==> config.mk <==
export PLATFORM = sky130hd
export DESIGN_NAME = hbpe_fifo
export DESIGN_NICKNAME = d
export VERILOG_FILES = /design/src/hbpe_fifo.sv
export SDC_FILE = /design/constraint.sdc
export NUM_CORES = 1
export LEC_CHECK = 0
export BUFFER_PORTS_ARGS = -buffer_cell sky130_fd_sc_hd__buf_2
export CAP_MARGIN = 5
export CORE_MARGIN = 4
export CORE_UTILIZATION = 44
export DETAILED_ROUTE_END_ITERATION = 6
export GPL_ROUTABILITY_DRIVEN = 1
export PLACE_DENSITY = 0.73
export SKIP_CTS_REPAIR_TIMING = 1
export SLEW_MARGIN = 20
export SYNTH_ARGS = -nofsm -noshare
export SYNTH_HDL_FRONTEND = slang
export SYNTH_SLANG_ARGS = --single-unit
export TNS_END_PERCENT = 20
==> constraint.sdc <==
create_clock -name i_clk -period 1.3 [get_ports i_clk]
set_input_delay 0.39 -clock i_clk [delete_from_list [all_inputs] [get_ports i_clk]]
set_output_delay 0.39 -clock i_clk [all_outputs]
set_load 0.005 [all_outputs]
==> src/hbpe_fifo.sv <==
module hbpe_fifo #(
    parameter int WIDTH = 8
) (
    input  logic             i_clk,
    input  logic             i_rst_n,
    input  logic             i_push,
    input  logic [WIDTH-1:0] i_data,
    output logic             o_full,
    input  logic             i_pop,
    output logic             o_valid,
    output logic [WIDTH-1:0] o_data
);
    logic [WIDTH-1:0] r_slot [2];
    logic             r_wptr;
    logic             r_rptr;
    logic [1:0]       r_count;

    assign o_full  = (r_count == 2'd2);
    assign o_valid = (r_count != 2'd0);
    assign o_data  = r_slot[r_rptr];

    always_ff @(posedge i_clk) begin
        if (!i_rst_n) begin
            r_wptr  <= 1'b0;
            r_rptr  <= 1'b0;
            r_count <= 2'd0;
        end else begin
            if (i_push) begin
                r_wptr <= ~r_wptr;
            end
            if (i_pop) begin
                r_rptr <= ~r_rptr;
            end
            if (i_push && !i_pop) begin
                r_count <= r_count + 2'd1;
            end else if (!i_push && i_pop) begin
                r_count <= r_count - 2'd1;
            end
        end
    end

    always_ff @(posedge i_clk) begin
        if (i_push) begin
            r_slot[r_wptr] <= i_data;
        end
    end

endmodule

# Yosys cells after proc, flatten, opt, wreduce, memory -nomap -nowiden
# Memory sizes are Yosys's and may differ from the RTL's. A register that Yosys moved wholly into a read port is not among the register bits.
# Cells that the tools add are included.
[totals] output_inout_bits=10 in_bits=12 mem_bits_rw=16 elab_cells=21 romBits=0 latch_bits=0 regBits=4 n_memories=1
[mem_list] name="r_slot" words=2 word_bits=8 read_ports=1 rd_ports_with_merged_regs=1 wr=1 line_no="13" source="logic [WIDTH-1:0] r_slot [2];"
[op_classes] magnitude_cmp=0 n_eq_ne=1 div=0 mul=0 n_reduce_logical=6 add_sub_neg=2 bitwise=2 muxes=6 shifts=0
[op_table] cell="$mux 1" n=4
[op_table] cell="$mux 2" n=2
[op_table] cell="$reduce_bool 2->1" n=2
[op_table] cell="$add 2x1->2 const B" n=1
[op_table] cell="$eq 2x2->1 const B" n=1
[op_table] cell="$logic_and 1x1->1" n=2
[op_table] cell="$logic_not 1->1" n=2
[op_table] cell="$not 1->1" n=2
[op_table] cell="$sub 2x1->2 const B" n=1

# Logic depth before layout (Yosys ltp)
[logic_depth] depth_word=4 mapped_depth=5 depth_no_buf=5

# Worst setup path before layout
# OpenSTA, ideal clock, no wires.
[synth_timing] path_kind="in2reg" from="input i_pop" to="register r_count[1]" arrival_ps=1188 setup_slack_ps=42 stages=4 t_required_ps=1230 setup_time_ps=70 path_buffers=0 path_cell_list="inv_1 > ha_1 > or3_1 > a21boi_1"
[synth_between] elab_chain_len=3 word_cells_on_any_way=5 classes_between="mux (1); reduce/logical (4)"
[synth_lines] item="from (decl)" line_no="9" source="input logic i_pop,"
[synth_lines] item="$logic_not 1->1" line_no="34" source="if (i_push && !i_pop) begin"
[synth_lines] item="$logic_and 1x1->1" line_no="34"
[synth_lines] item="$mux 2 or $reduce_bool 2->1 (tied branches)"
[synth_lines] item="to (signal assigned)" line_no="35" source="r_count <= r_count + 2'd1;"
[synth_lines] item="to (signal assigned)" line_no="37" source="r_count <= r_count - 2'd1;"
[synth_lines] item="to (decl)" line_no="16" source="logic [1:0] r_count;"
# Parallel ways exist; a longest one is shown, timed or not.
# A chain may end at the register's enable or synchronous reset.

==> reports/metrics.cfg <==
[min_path]
whs_endpoint = r_slot[1][1]
hp-start = i_data[1]
whs_path_depth = 1
min_path_type = primary input to register

[layout]
regArea_um2 = 583
final_nets = 92
mostFrequentLayoutCells = edfxtp_1, buf_2, buf_6
multi_input_area_um2 = 240
finalInstanceArea_um2 = 1090
drive_gt1_share_pct = 56.4
nFillCells = 142
layout_commonest_cell = edfxtp_1
diodes = 0
area_growth_pct = 37.4

[place]
dpl.hpwl_um = 868
place_area_um2 = 981
port_buffers = 21
gp_congestion = 0.673
place_ws_ns = -0.0714

[power]
power_density_nw_per_um2 = 1230
p_total_mw = 1.34
ir_drop_mv = 0.772
p_leak_nw = 0.465

[critical_path]
required_ns = 0.91
reg2reg_slack_ns = 0.27
setup.worst_path.end_class = output port
crit_type = register to output port
worstPathArrival_ns = 1.22
r2r_start = r_wptr
r2r_end = r_slot[1][7]
r2r_cells = 1
startpoint_type = register
path_max_fanout = 5

[detailed_routing]
drcViolationCount = 0
first_iter_violations = 4
num_vias = 468
drtPass1Iterations = 2
wl_per_cell_um = 12.6
drtAntennaViolNets = 0
wl_mm = 1.29
viasPerCell = 4.54

[synth]
syn_area_per_cell_um2 = 17.0
syn_nets = 60
synth_compound_area_share_pct = 2.51
yosysWarnings = 0
synthSimpleGateAreaFrac_pct = 7.38
synth_fa_ha_area_share_pct = 1.57
ys_seq_area_share_pct = 72.8
syn-cell-area_um2 = 797
synth_top_family_by_area = multiplexers
synthCells = 47
muxShareOfSynthArea_pct = 11.3
synthXorXnorAreaFrac_pct = 3.30
synthDistinctLibCells = 16
synth-seq-cells = 21

[grt]
grt_antenna_before_repair = 0
grt_max_degree = 13
overflow = 0
grt_usage_pct = 9.79
first_global_vias = 437
grt_pass1_wl_mm = 1.83

[floorplan]
coreArea_um2 = 1730
start_util_pct = 46.2
die-area_um2 = 2560
dieHeight_um = 50.6
die_w_um = 50.6
placementRows = 15
io_pins = 22

[outcome]
failed_checks = setup timing
status = complete, but fails checks

[sta]
rsz0062_at_grt = yes
worstMarginPinSlew_ns = 0.374
drv_slew = 0
finalSetupTns_ns = -2.54
skew_ns = 0.00169
fmax_mhz = 622
period_needed_ns = 1.61
setup_ws_ns = -0.308
slew_headroom_pct = 75.1
finalHoldViolations = 0
setup_violations = 10
finalCritPeriodShare_pct = 124

[clock_network]
clock_latency_ns = 0.29
clk_pin_slew_worst_paths_ns = 0.11
clock-root-buffer = clkbuf_4
cts_buffer_depth = 2
cts_sinks = 21
cts_tree = done
cts_buffers = 3
htreeDepth = 1

[run]
maxCapViolations = 0

[power by group]
group	internal [mW]	total, mW	switching (mW)	leakage, nW
Combinational	0.163	0.248	0.0855	0.255
Sequential	0.770	0.792	0.0220	0.192
Clock	0.115	0.302	0.187	0.0177
[worst max-delay path by stage]
stage | endpoint | slack [ns] | cells after the start
2_1_floorplan | r_count[1] | 0.04 | 4
3_5_place_dp | r_count[1] | -0.07 | 4
5_1_grt | o_data[4] | -0.36 | 3
6_report | o_data[4] | -0.31 | 3
4_1_cts | o_data[2] | -0.35 | 3
3_3_place_gp | r_count[1] | -0.04 | 4
[cell usage after synthesis]
library cell  number  area (um^2)
a21boi_1           1         7.51
inv_1              1         3.75
xnor2_1            1         8.76
or2_2              1         6.26
buf_2              1         5.00
nor2b_1            2         12.5
xor2_1             2         17.5
and2b_2            1         8.76
ha_1               1         12.5
mux2_2             8         90.1
dfxtp_1            5          100
edfxtp_1          16          480
o21a_1             1         7.51
o21ai_0            1         5.00
and2_1             4         25.0
or3_1              1         6.26
[stage by stage]
stage | utilization (%) | std cells | hold slack [ns]
after floorplan | - | 47 | 0.461
after global placement | 56.8 | 99 | 0.481
after detailed placement | 56.8 | 99 | 0.490
after CTS | 58.4 | 103 | 0.265
after global routing | 63.4 | 103 | 0.257
final | 63.4 | 103 | 0.272
[worst max-delay path, cell delays in order, from the launching register on]
cell and delay (ns):
dfxtp_2 0.36, buf_6 0.13, mux2_4 0.31, buf_6 0.12
[registers in the layout (all words and copies together), names as in the netlist, named ones only]
name     count
r_count      2
r_rptr       1
r_slot      16
r_wptr       1
[routing by layer]
metal	GRT usage (%)	part of all wire, %
met1	11.7	40
met2	15.9	54
met3	2.67	5.5
met4	5.38	0
met5	0	0
[cell type report]
class / count / area share (%)
Multi-Input combinational cell: 24 / 21.9
Clock buffer: 3 / 2.06
Tap cell: 25 / 2.86
Inverter: 1 / 0.343
Sequential cell: 21 / 53.3
Clock inverter: 1 / 0.457
Timing Repair Buffer: 28 / 19.1
[kinds of logic after synthesis]
kind of cell	after synthesis
AOI/OAI and AO/OA	3
DFF	21
and+or+nand+nor	9
buffers and inverters	2
adders and majority gates	1
xor gates and xnor gates	3
muxes	8
Power figures use the tool's default switching activity.
